==> config.mk <==
export PLATFORM = sky130hd
export DESIGN_NAME = status_led_pattern_controller
export DESIGN_NICKNAME = d
export VERILOG_FILES = /design/src/rtl/slpc_pkg.sv /design/src/rtl/slpc_step.sv /design/src/rtl/status_led_pattern_controller.sv
export SDC_FILE = /design/constraint.sdc
export NUM_CORES = 1
export LEC_CHECK = 0
export BUFFER_PORTS_ARGS = -buffer_cell sky130_fd_sc_hd__buf_4
export CORE_MARGIN = 2
export CORE_UTILIZATION = 25
export DETAILED_ROUTE_END_ITERATION = 12
export PLACE_DENSITY = 0.47
export SLEW_MARGIN = 20
export SYNTH_ARGS = -nofsm -noshare
export SYNTH_HDL_FRONTEND = slang
export SYNTH_SLANG_ARGS = --single-unit
export TNS_END_PERCENT = 10
==> constraint.sdc <==
create_clock -name clock -period 2.25 [get_ports clock]
set_input_delay 0.45 -clock clock [delete_from_list [all_inputs] [get_ports clock]]
set_output_delay 0.45 -clock clock [all_outputs]
set_load 0.02 [all_outputs]
==> src/rtl/slpc_pkg.sv <==
// ----------------------------------------------------------------------------
// Status LED pattern controller package
// Shared mode codes, phase codes, register indexes and state types.
// ----------------------------------------------------------------------------
package slpc_pkg;

   localparam int unsigned CountWidth = 8;

   typedef logic [CountWidth-1:0] count_type;

   // Transaction kinds on the request channel.
   localparam logic OP_TICK = 1'b0;
   localparam logic OP_SET  = 1'b1;

   typedef enum logic [2:0] {
      MODE_INIT   = 3'd0,
      MODE_ON     = 3'd1,
      MODE_OFF    = 3'd2,
      MODE_QUICK  = 3'd3,
      MODE_NORMAL = 3'd4,
      MODE_SLOW   = 3'd5,
      MODE_ONCE   = 3'd6,
      MODE_NONE   = 3'd7
   } mode_type;

   // Phases of the light-and-hold sequences (init and blink-once).
   typedef enum logic [1:0] {
      HOLD_IDLE  = 2'd0,
      HOLD_START = 2'd1,
      HOLD_WAIT  = 2'd2
   } hold_phase_type;

   // Phase of the single-shot on and off modes.
   localparam logic LEVEL_IDLE  = 1'b0;
   localparam logic LEVEL_APPLY = 1'b1;

   // Configuration register indexes.
   typedef enum logic [2:0] {
      CSR_INIT_HOLD     = 3'd0,
      CSR_QUICK_RELOAD  = 3'd1,
      CSR_NORMAL_RELOAD = 3'd2,
      CSR_SLOW_RELOAD   = 3'd3,
      CSR_ONCE_HOLD     = 3'd4
   } csr_index_type;

   // Configuration register reset values.
   localparam count_type INIT_HOLD_RESET     = 8'd10;
   localparam count_type QUICK_RELOAD_RESET  = 8'd2;
   localparam count_type NORMAL_RELOAD_RESET = 8'd6;
   localparam count_type SLOW_RELOAD_RESET   = 8'd9;
   localparam count_type ONCE_HOLD_RESET     = 8'd5;

   typedef struct packed {
      count_type init_hold;
      count_type quick_reload;
      count_type normal_reload;
      count_type slow_reload;
      count_type once_hold;
   } cfg_type;

   typedef struct packed {
      mode_type       mode;
      logic           pending;
      logic           led;
      hold_phase_type init_phase;
      count_type      init_count;
      logic           on_phase;
      logic           off_phase;
      count_type      quick_count;
      count_type      normal_count;
      count_type      slow_count;
      hold_phase_type once_phase;
      count_type      once_count;
   } state_type;

   localparam cfg_type CFG_RESET = '{
      init_hold:     INIT_HOLD_RESET,
      quick_reload:  QUICK_RELOAD_RESET,
      normal_reload: NORMAL_RELOAD_RESET,
      slow_reload:   SLOW_RELOAD_RESET,
      once_hold:     ONCE_HOLD_RESET
   };

   localparam state_type STATE_RESET = '{
      mode:         MODE_INIT,
      pending:      1'b0,
      led:          1'b0,
      init_phase:   HOLD_IDLE,
      init_count:   '0,
      on_phase:     LEVEL_IDLE,
      off_phase:    LEVEL_IDLE,
      quick_count:  QUICK_RELOAD_RESET,
      normal_count: NORMAL_RELOAD_RESET,
      slow_count:   SLOW_RELOAD_RESET,
      once_phase:   HOLD_IDLE,
      once_count:   '0
   };

endpackage

==> src/rtl/slpc_step.sv <==
// ----------------------------------------------------------------------------
// Status LED pattern step logic
// Next-state function for one request transaction: a mode set or a tick.
// ----------------------------------------------------------------------------
module slpc_step (
   input  slpc_pkg::state_type state,
   input  slpc_pkg::cfg_type   cfg,
   input  logic                op,
   input  logic [2:0]          new_mode,
   output slpc_pkg::state_type next_state
);
   import slpc_pkg::*;

   typedef struct packed {
      hold_phase_type phase;
      count_type      count;
      logic           led;
      logic           pending;
   } hold_type;

   typedef struct packed {
      count_type count;
      logic      led;
   } blink_type;

   // Light, hold for a count, then settle at the final level.
   function automatic hold_type hold_step(input hold_phase_type phase,
                                          input count_type count,
                                          input count_type hold,
                                          input logic led,
                                          input logic pending,
                                          input logic final_level);
      hold_type r;
      r.phase   = pending ? HOLD_START : phase;
      r.count   = count;
      r.led     = led;
      r.pending = 1'b0;
      case (r.phase)
         HOLD_START: begin
            r.phase = HOLD_WAIT;
            r.count = hold;
            r.led   = 1'b1;
         end
         HOLD_WAIT: begin
            if (count == '0) begin
               r.phase = HOLD_IDLE;
               r.led   = final_level;
            end else begin
               r.count = count - 1'b1;
            end
         end
         default: begin
         end
      endcase
      return r;
   endfunction

   // Free-running countdown that toggles the LED when it expires.
   function automatic blink_type blink_step(input count_type count,
                                            input count_type reload,
                                            input logic led);
      blink_type r;
      if (count == '0) begin
         r.count = reload;
         r.led   = ~led;
      end else begin
         r.count = count - 1'b1;
         r.led   = led;
      end
      return r;
   endfunction

   hold_type  hold_init;
   hold_type  hold_once;
   blink_type blink_quick;
   blink_type blink_normal;
   blink_type blink_slow;

   always_comb begin
      hold_init    = hold_step(state.init_phase, state.init_count, cfg.init_hold,
                               state.led, state.pending, 1'b1);
      hold_once    = hold_step(state.once_phase, state.once_count, cfg.once_hold,
                               state.led, state.pending, 1'b0);
      blink_quick  = blink_step(state.quick_count, cfg.quick_reload, state.led);
      blink_normal = blink_step(state.normal_count, cfg.normal_reload, state.led);
      blink_slow   = blink_step(state.slow_count, cfg.slow_reload, state.led);

      next_state = state;
      if (op == OP_SET) begin
         next_state.pending = 1'b1;
         next_state.mode    = mode_type'(new_mode);
      end else begin
         unique case (state.mode)
            MODE_INIT: begin
               next_state.init_phase = hold_init.phase;
               next_state.init_count = hold_init.count;
               next_state.led        = hold_init.led;
               next_state.pending    = hold_init.pending;
            end
            MODE_ON, MODE_OFF: begin
               // A pending set arms the single shot; it fires on this tick.
               if (state.pending) begin
                  next_state.pending = 1'b0;
                  next_state.led     = (state.mode == MODE_ON);
               end else if (state.mode == MODE_ON && state.on_phase == LEVEL_APPLY) begin
                  next_state.led = 1'b1;
               end else if (state.mode == MODE_OFF && state.off_phase == LEVEL_APPLY) begin
                  next_state.led = 1'b0;
               end
               if (state.mode == MODE_ON) begin
                  next_state.on_phase = LEVEL_IDLE;
               end else begin
                  next_state.off_phase = LEVEL_IDLE;
               end
            end
            MODE_QUICK: begin
               next_state.quick_count = blink_quick.count;
               next_state.led         = blink_quick.led;
            end
            MODE_NORMAL: begin
               next_state.normal_count = blink_normal.count;
               next_state.led          = blink_normal.led;
            end
            MODE_SLOW: begin
               next_state.slow_count = blink_slow.count;
               next_state.led        = blink_slow.led;
            end
            MODE_ONCE: begin
               next_state.once_phase = hold_once.phase;
               next_state.once_count = hold_once.count;
               next_state.led        = hold_once.led;
               next_state.pending    = hold_once.pending;
            end
            default: begin
               // No mode selected: the tick changes nothing.
            end
         endcase
      end
   end

endmodule

==> src/rtl/status_led_pattern_controller.sv <==
// ----------------------------------------------------------------------------
// Status LED pattern controller
// Drives a status LED from timer ticks and mode-set transactions.
// ----------------------------------------------------------------------------
// Every request transaction returns exactly one response transaction that
// carries the LED level after it. The controller takes one request per clock
// unless a stall on the response side holds it back: the whole mode update for
// a transaction is a single pass of next-state logic between the state registers
// and the response register, so a taken request has its response on the next cycle.
// The response register parts the two channels; req_ready is high whenever
// that register is empty or its transaction is being taken in the same cycle,
// so a stall on the response side holds back at most one request.
module status_led_pattern_controller (
   input  logic       clock,
   input  logic       reset,
   // Request channel
   input  logic       req_valid,
   output logic       req_ready,
   input  logic       req_op,
   input  logic [2:0] req_new_mode,
   // Response channel
   output logic       rsp_valid,
   input  logic       rsp_ready,
   output logic       rsp_led_lit,
   // Configuration write channel
   input  logic       csr_valid,
   output logic       csr_ready,
   input  logic [2:0] csr_index,
   input  logic [7:0] csr_wdata
);
   import slpc_pkg::*;

   // Controller state: the active mode, the pending flag, the LED level and
   // the private phases and counters of each mode. Counters of modes that
   // are not active keep their values across mode switches.
   state_type state_ff;
   state_type state_in;
   state_type state_step;

   // Configuration registers; the user must write them only while the block is idle (not enforced here).
   cfg_type   cfg_ff;
   cfg_type   cfg_in;

   // Response register.
   logic      rsp_valid_ff;
   logic      rsp_valid_in;
   logic      rsp_led_ff;
   logic      rsp_led_in;

   logic      req_take;

   // A request is taken when the response register has room for its result.
   assign req_ready = ~rsp_valid_ff | rsp_ready;
   assign req_take  = req_valid & req_ready;

   // Configuration writes never stall.
   assign csr_ready = 1'b1;

   slpc_step u_step (
      .state      (state_ff),
      .cfg        (cfg_ff),
      .op         (req_op),
      .new_mode   (req_new_mode),
      .next_state (state_step)
   );

   always_comb begin
      state_in     = req_take ? state_step : state_ff;
      rsp_valid_in = req_take | (rsp_valid_ff & ~rsp_ready);
      rsp_led_in   = req_take ? state_step.led : rsp_led_ff;
   end

   // Register decode: writes to indexes beyond the register list are ignored.
   always_comb begin
      cfg_in = cfg_ff;
      if (csr_valid) begin
         unique case (csr_index_type'(csr_index))
            CSR_INIT_HOLD:     cfg_in.init_hold     = csr_wdata;
            CSR_QUICK_RELOAD:  cfg_in.quick_reload  = csr_wdata;
            CSR_NORMAL_RELOAD: cfg_in.normal_reload = csr_wdata;
            CSR_SLOW_RELOAD:   cfg_in.slow_reload   = csr_wdata;
            CSR_ONCE_HOLD:     cfg_in.once_hold     = csr_wdata;
            default: begin
            end
         endcase
      end
   end

   always_ff @(posedge clock) begin
      if (reset) begin
         state_ff     <= STATE_RESET;
         cfg_ff       <= CFG_RESET;
         rsp_valid_ff <= 1'b0;
      end else begin
         state_ff     <= state_in;
         cfg_ff       <= cfg_in;
         rsp_valid_ff <= rsp_valid_in;
      end
   end

   // The response level is payload and needs no reset.
   always_ff @(posedge clock) begin
      rsp_led_ff <= rsp_led_in;
   end

   assign rsp_valid   = rsp_valid_ff;
   assign rsp_led_lit = rsp_led_ff;

endmodule

Word-level counts from Yosys, hierarchy flattened
Index checks and enable logic that the tools add are counted.
- mux-type cells: 23
- equality and inequality tests: 16
- reductions and logical operators: 26
- bitwise logic cells: 8
- $add $sub $neg: 5
- operators with widths (operator ; number):
    two-way mux 47 bit ; 1
    one-hot mux 11 bit (2 select lines) ; 2
    zero test 8 bit ; 5
    two-way mux 8 bit ; 5
    subtractor 8 x 1 -> 8 bit, second input constant ; 5
    two-way mux 9 bit ; 3
    two-way mux 10 bit ; 2
    AND reduction 3 bit ; 5
    AND reduction 2 bit ; 7
    == test 3 x 2 -> 1 bit, second input constant ; 4
    == test 3 bit, second input constant ; 4
    AND reduction 5 bit ; 2
    two-way mux 2 bit ; 4
    == test 3 x 1 -> 1 bit, second input constant ; 2
    zero test 3 bit ; 2
    one-hot mux 1 bit (6 select lines) ; 1
    nonzero test 2 bit ; 3
    two-way mux 1 bit ; 5
    == test 2 x 1 -> 1 bit, second input constant ; 2
    == test 2 bit, second input constant ; 2
    != test 2 bit, second input constant ; 2
    NOT 1 bit ; 4
    OR reduction 4 bit ; 1
    AND 1 bit ; 2
    2 further kinds ; 3
- output and inout port bits: 4
- logic and storage cells: 95
- input port bits: 20
- flip-flop bits (word level): 91

Longest topological paths before layout
Gate-level depths: netlist (run 1).
- word-level depth: 5
- gate-level depth with buffers: 9
- gate-level depth less buffers: 8

Hierarchy
A second synthesis (run 1) with hierarchy kept.
- cell total of the unflattened synthesis: 708
- area, all modules: 5714.2 sq um
- modules (own cells, without submodules) (module ; area an instance (sq um) ; cells an instance ; times used ; seq. area each (sq um)):
    status_led_pattern_controller ; 3769.9 ; 379 ; 1 ; 1871.8
    slpc_step ; 1944.4 ; 329 ; 1 ; 0.0

Worst setup path after synthesis (run 1)
Ideal clock, no wire load.
- kind: register -> register
- start point: register state_ff[47] in the netlist's numbering
- end point: register rsp_led_ff (netlist: rsp_led_lit), data pin
- period minus slack after synthesis: 2.089 ns
- buffers on the path: 0
- stages on the path, launching flop included: 9
- data arrival time: 1.828 ns
- data required time: 1.988 ns
- slack: 0.161 ns
- setup time: 0.262 ns
- cells stage by stage: dfxtp_1 > nand2b_1 > inv_1 > ha_1 > mux2_2 > a221oi_1 > o211ai_1 > a21oi_1 > a21oi_1
- RTL lines (item ; RTL line ; text):
    start, declared ; status_led_pattern_controller.sv:36 ; state_type state_ff;
    start signal, assigned ; status_led_pattern_controller.sv:95 ; state_ff <= state_in;
    end signal, assigned ; status_led_pattern_controller.sv:103 ; rsp_led_ff <= rsp_led_in;
    end, declared ; status_led_pattern_controller.sv:47 ; logic rsp_led_ff;

==> summary.txt, run 1 <==
Setup path
  • Crit-path max cell delay: between 0.3 and 0.4 ns
  • Crit start category: flip-flop
  • Crit-path cells: buf_4, nand2b_1, inv_1, ha_1, nor2b_1, a211o_2, a21oi_2, a21oi_1
  • CP Capture Type: flip-flop
  • CP Data Required Time: roughly 2.3 ns
  • CP arrival: around 2.2 ns
  • CP Max Fanout: 9
  • Crit path kind: reg -> reg
  • Slowest stage cell, crit path: a211o_2

Yosys
  • Syn nets: approximately 630
  • Most used DFF post-synth: dfxtp_1
  • Synthesized cell area: about 0.0047 mm^2
  • Post-synthesis mux area share: about 2.7%
  • Post-Synth Simple-Gate Area: 26.4%
  • Ys async rst share: 0%
  • Synth Area in Compound Gates: about a fifth
  • Flops & latches, synth: 91
  • XOR/XNOR Fraction of Synth Area: 1.86%
  • Largest family of logic cells by synthesized area: simple AND/OR/NAND/NOR gates
  • Adder-cell share of the synthesized area: under 10%
  • Post-synth top area share: a little under two fifths
  • Seq/Total Area, Yosys: between 30% and 40%
  • Synthesized area per cell: approximately 7.9 um^2
  • Synth Instances: ~600
  • EDFF count, synth: 1
  • Unique masters post-synth: 69
  • Synth warn: 0
  • Post-synth top area cell: dfxtp_1
  • Top post-synthesis cells by area: dfxtp_1, nand2_1, a21oi_1, ha_1, nor2_1

Timing
  • Final setup viols: 0
  • Fmax: a little under 500 MHz
  • Min cycle time layout: between 2 and 2.5 ns
  • Hold Fails Final Rpt: 0
  • Final Cycle Share: between 90% and 100%
  • RSZ-0062 raised after global routing: no
  • Worst Skew: 0.00449 ns
  • Fin. max-slew vios: 0
  • Setup TNS: 0 ns

Die
  • Site Rows: 50
  • Core area: between 0.015 and 0.02 mm^2
  • Die Width: around 140 um
  • Die area: 0.0200 mm^2
  • # IOs: 24
  • Initial core utilization: 25.3%
  • Die height: 141 um

Global routing
  • Vias in the first global route: ~4000
  • First-pass GRT wire length: 20500 um
  • GRT overflow: 0
  • Largest net degree at the start of global routing: 40
  • Initial antenna violation count: 0
  • GR Util All Layers: about an eighth

Finish
  • Most frequent cells in the layout: nand2_1, dfxtp_1, a21oi_1
  • Share of layout cells above drive strength 1: 12.8%
  • P&R area growth vs syn: 16.1%
  • Fillers: between 1500 and 2000
  • Nets: 656
  • ANT cells: 0
  • Final Instance Count excl. Fillers: 859
  • Commonest non-fill, non-tap cell in the layout: nand2_1

Clock network
  • Post-CTS Resized: 0
  • Post-CTS Hold Fix Bufs: 0
  • Clk Latency, worst-skew pair: about 0.34 ns
  • Clock-pin slew on the worst setup and hold paths: 0.06 ns
  • Post-CTS setup buffers: 0
  • Root buffer cell: clkbuf_16
  • Clock sinks: 91
  • H-tree levels: 3
  • CTS tree: yes
  • Buffers from clock root to sink, at most: 2
  • Total CTS buffers: 9

Status
  • Status: finished, final reports clean

Route
  • # DRC: 0
  • Iteration-0 DRC Markers: 279
  • Vias per cell: 4.78
  • Pre-antenna DRT Iters: 4
  • WL final: ~12000 um
  • Wire per inst: 14.4 um
  • DRT antenna net count: 0
  • Vias: about 4100

Power and ir drop
  • Pleak: 2.08 nW
  • PD cells: a little over 600 mW/mm^2
  • VDD IR max: 0.391 mV

Run
  • Max-cap violations: 0

Placement
  • Port buffer count: 22
  • Placed Cells: ~840
  • GP Congestion: 0.802
  • Post-DP HPWL: a little over 9000 um

Hold path
  • Worst hold path type: in -> reg
[synthesized netlist by cell type (2+ instances only)]
cell and instances:
xor2_1 2, o211ai_1 6, a21oi_1 66, and3b_1 3, dfxtp_1 90, nor3b_1 6
and2_1 4, o21ai_0 14, a211oi_1 11, mux2_2 6, xnor2_1 8, or2_2 2
or4_4 2, nor2b_1 11, or3_1 2, nand2b_1 6, nor4_1 5, ha_1 16
a22oi_1 13, clkbuf_1 21, a32o_1 2, nor3_1 9, o22ai_1 2, mux2i_1 6
a2bb2oi_1 2, and4_1 2, nand3_1 27, o32ai_1 6, a31oi_1 3, a311oi_1 3
buf_2 4, nand3b_1 2, nand2_1 112, o31ai_1 5, inv_1 32, and3_1 8
nor2_1 43, nand4_1 3
[metrics by stage]
stage               area [um^2]  utilization [%]  hold slack, ns  setup WS [ns]  total power [mW]
floorplan                  4720                -           0.432          0.161              1.85
detailed placement         5190             27.8           0.452          0.170              1.96
CTS                        5470             29.3           0.368          0.159              3.39
global route               5480             29.4           0.377         0.0382              3.50
finish                     5480             29.4           0.376          0.183              3.34
global placement           5190             27.8           0.447          0.210              1.95
[power by group]
| part | switching, mW | leakage [nW] | internal (mW) |
|---|---|---|---|
| logic | 0.153 | 1.20 | 0.0996 |
| clock network | 0.641 | 0.140 | 0.784 |
| registers | 0.0263 | 0.738 | 1.64 |
[worst max-delay path, delay by kind of cell, from the launching register on]
kind | cells | cell delay, ns
AO/OA/AOI/OAI | 3 | 0.61
adder cells (fa/ha/maj) | 1 | 0.29
buffers and inverters | 2 | 0.22
flip-flops | 1 | 0.34
AND/OR/NAND/NOR | 2 | 0.35
[cell families (layout without fill, tap and decap cells)]
family,count (synthesis),after routing
and+or+nand+nor,257,257
adders and majority gates,16,16
xor gates and xnor gates,10,10
DFF,91,91
AOI/OAI and AO/OA,148,148
other,1,1
muxes,12,12
buffers and inverters,61,90
[sequential cells by signal, indices dropped and copies added, names as in the netlist]
name         flops
cfg_ff          40
rsp_led_lit      1
state_ff        49
rsp_valid        1
[layer usage]
layer / track usage [%] / up-vias / share of wire, %
li1: - / 2143 / -
met1: 17.3 / 1897 / 51
met2: 20.4 / 56 / 45
met3: 2.02 / 12 / 2.7
met4: 4.53 / 0 / 2.1
met5: 0 / - / 0
[worst paths after layout]
| kind | depth (start not counted) | slack [ns] | start | to |
|---|---|---|---|---|
| worst max-delay path | 8 | 0.18 | state_ff[47] | rsp_led_lit |
| worst min register to register | 2 | 0.46 | cfg_ff[23] | cfg_ff[23] |
| worst max register to register | 8 | 0.18 | state_ff[47] | rsp_led_lit |
| worst min-delay path | 3 | 0.38 | req_valid | rsp_valid |
[cell type report]
| type | instances | area, um^2 | area share, % |
|---|---|---|---|
| clock buffers | 11 | 243 | 4.43 |
| clock inverters | 5 | 36.3 | 0.662 |
| inverters | 32 | 120 | 2.19 |
| multi-input cells | 444 | 2640 | 48.2 |
| flip-flops and latches | 91 | 1830 | 33.4 |
| well taps | 234 | 293 | 5.34 |
| repair buffers | 42 | 315 | 5.75 |
Power figures use the tool's default switching activity.
==> inputs of run 2 (changes only) <==
Settings changed: BUFFER_PORTS_ARGS -buffer_cell sky130_fd_sc_hd__buf_4 to unset, CAP_MARGIN set to 20, DONT_BUFFER_PORTS set to 1, PLACE_DENSITY 0.47 to unset.
==> summary.txt, run 2 (same netlist as run 1, synthesis figures left out) <==
Status
  • Status: finished, final reports clean

Timing
  • Min cycle time layout: 2.11 ns (+0.0415 ns)
  • Final Cycle Share: 93.7% (+1.8 points)
  • Worst Skew: 0.00809 ns (+0.00360 ns)
  • Final hold slack: 0.177 ns (-0.199 ns)
  • RSZ-0062 raised after global routing: no
  • Setup TNS: 0 ns (unchanged)
  • Final setup viols: 0 (unchanged)
  • Hold Fails Final Rpt: 0 (unchanged)
  • Fin. max-slew vios: 0 (unchanged)
  • Fmax: 474 MHz (-2.0%)

Clock network
  • Clk Latency, worst-skew pair: 0.35 ns (about the same)
  • Post-CTS Resized: 0 (unchanged)
  • Total CTS buffers: 9 (unchanged)
  • Buffers from clock root to sink, at most: 2 (unchanged)
  • Root buffer cell: clkbuf_16
  • Post-CTS Hold Fix Bufs: 0 (unchanged)
  • CTS tree: yes
  • Post-CTS setup buffers: 0 (unchanged)
  • Clock-pin slew on the worst setup and hold paths: 0.06 ns (about the same)
  • Clock sinks: 91 (unchanged)
  • H-tree levels: 3 (unchanged)

Global routing
  • Vias in the first global route: 3732 (-7.4%)
  • Met1 Use GR: 16.7% (-0.66 points)
  • Grt met3 use: 3.31% (+1.3 points)
  • GRT Max-Usage Layer: met2
  • Largest net degree at the start of global routing: 79 (+98%)
  • Met2 global-route usage: 18.9% (-1.5 points)
  • GRT overflow: 0 (unchanged)
  • Initial antenna violation count: 0 (unchanged)
  • First-pass GRT wire length: 19500 um (-4.8%)
  • GR Util All Layers: 12.2% (-0.53 points)

Setup path
  • Crit-path max cell delay: 0.37 ns (about the same)
  • Crit path kind: reg -> reg
  • Worst R2R Start: state_ff[47]
  • CP arrival: 2.20 ns (+0.05 ns)
  • Reg2reg setup slack: 0.14 ns (-0.04 ns)
  • Reg2reg end: rsp_led_lit
  • CP Data Required Time: 2.34 ns (about the same)
  • CP Max Fanout: 4 (-5)
  • CP Capture Type: flip-flop
  • CP dominant cell by count: a21oi_1
  • Reg2Reg Depth: 8 (unchanged)
  • Slowest stage cell, crit path: dfxtp_1
  • Crit start category: flip-flop
  • Crit-path cells: nand2b_1, inv_1, ha_1, mux2_2, a221oi_1, o211ai_1, a21oi_1, a21oi_1

Power and ir drop
  • P_int: 2.60 mW (+3.1%)
  • Psw: 0.772 mW (-5.8%)
  • PD cells: 635 mW/mm^2 (+4.1%)
  • Comb pwr share: 5.0% (-2.5 points)
  • Switching part of the total power: 22.9% (-1.6 points)
  • VDD IR max: 0.305 mV (-22%)
  • Power share of the clock group: 45.5% (+2.9 points)
  • Share of total power in sequential cells: 49.5% (-0.4 points)
  • Pleak: 1.96 nW (-5.7%)

Die
  • Die Width: 141 um (unchanged)
  • Core area: 0.0186 mm^2 (unchanged)
  • Initial core utilization: 25.3% (unchanged)
  • Site Rows: 50 (unchanged)
  • Die area: 0.0200 mm^2 (unchanged)
  • # IOs: 24 (unchanged)
  • Die height: 141 um (unchanged)

Placement
  • Port buffer count: 0 (-100%)
  • GP Congestion: 0.811 (+1.1%)
  • Placed cell area: 0.00500 mm^2 (-3.6%)
  • Post-DP HPWL: 8310 um (-8.2%)

Hold path
  • Hold path startpoint: reset
  • Worst Hold End: state_ff[44]
  • Worst hold path type: in -> reg
  • Hold-critical path depth: 1 (-2)

Finish
  • Most frequent cells in the layout: nand2_1, dfxtp_1, a21oi_1
  • P&R area growth vs syn: 12.6%
  • ANT cells: 0 (unchanged)
  • Largest Register: state_ff
  • Biggest regs: state_ff: 49 flops, cfg_ff: 40 flops
  • Commonest non-fill, non-tap cell in the layout: nand2_1
  • Nets: 631 (-3.8%)
  • Share of layout cells above drive strength 1: 8.85% (-4.0 points)
  • Finished Cell Area: 0.00531 mm^2 (-3.0%)
  • Max reg flops: 49 (unchanged)

Route
  • Iteration-0 DRC Markers: 314 (+13%)
  • Vias: 4087 (-0.51%)
  • # DRC: 0 (unchanged)
  • DRT antenna net count: 0 (unchanged)
  • WL final: 11900 um (-3.7%)
  • Wire per inst: 14.2 um (-0.70%)
  • Pre-antenna DRT Iters: 4 (unchanged)
  • Vias per cell: 4.91 (+2.6%)

Run
  • Max-cap violations: 0 (unchanged)
run 2: power groups by stage:
stage	logic, mW	clock network (mW)	registers (mW)
after floorplan	0.156	0	1.70
after global placement	0.168	0	1.71
after detailed placement	0.169	0	1.71
after CTS	0.170	1.57	1.67
after global routing	0.192	1.64	1.67
final	0.170	1.54	1.67
run 2: final cells by class:
class                           instances  area, um^2
Fill cell                            1997       13300
Clock buffer                           10         239
Timing Repair Buffer                   17         128
Sequential cell                        91        1830
Multi-Input combinational cell        444        2640
Clock inverter                          5        63.8
Inverter                               32         120
Tap cell                              234         293
run 2: metrics by stage:
stage | utilization, % | worst slack (ns) | power, mW | cells
3_3_place_gp | 26.8 | 0.167 | 1.87 | 818
2_1_floorplan | - | 0.161 | 1.85 | 596
5_1_grt | 28.5 | 0.00753 | 3.51 | 833
3_5_place_dp | 26.8 | 0.167 | 1.88 | 818
4_1_cts | 28.5 | 0.147 | 3.41 | 833
6_report | 28.5 | 0.141 | 3.38 | 833
run 2: worst max-delay path, delay by kind of cell, from the launching register on:
kind	cells	cell delay [ns]
AOI/OAI and AO/OA	4	0.66
adders and majority gates	1	0.30
buffers and inverters	1	0.06
DFF	1	0.37
muxes	1	0.33
and+or+nand+nor	1	0.14
run 2: metal layers:
metal,share of wire (%),wire (um),vias up
li1,-,-,2100
met1,49,5770,1927
met2,46,5420,56
met3,4.9,579,4
met4,0.87,103,0
met5,0,0,-
run 2: how the worst max path moves through the flow:
stage	from	end	slack [ns]	cells past startpoint
global placement	state_ff[47]	rsp_led_lit	0.17	8
CTS	state_ff[47]	rsp_led_lit	0.15	8
finish	state_ff[47]	rsp_led_lit	0.14	8
global route	state_ff[47]	rsp_led_lit	0.008	8
detailed placement	state_ff[47]	rsp_led_lit	0.17	8
floorplan	state_ff[47]	rsp_led_lit	0.16	8
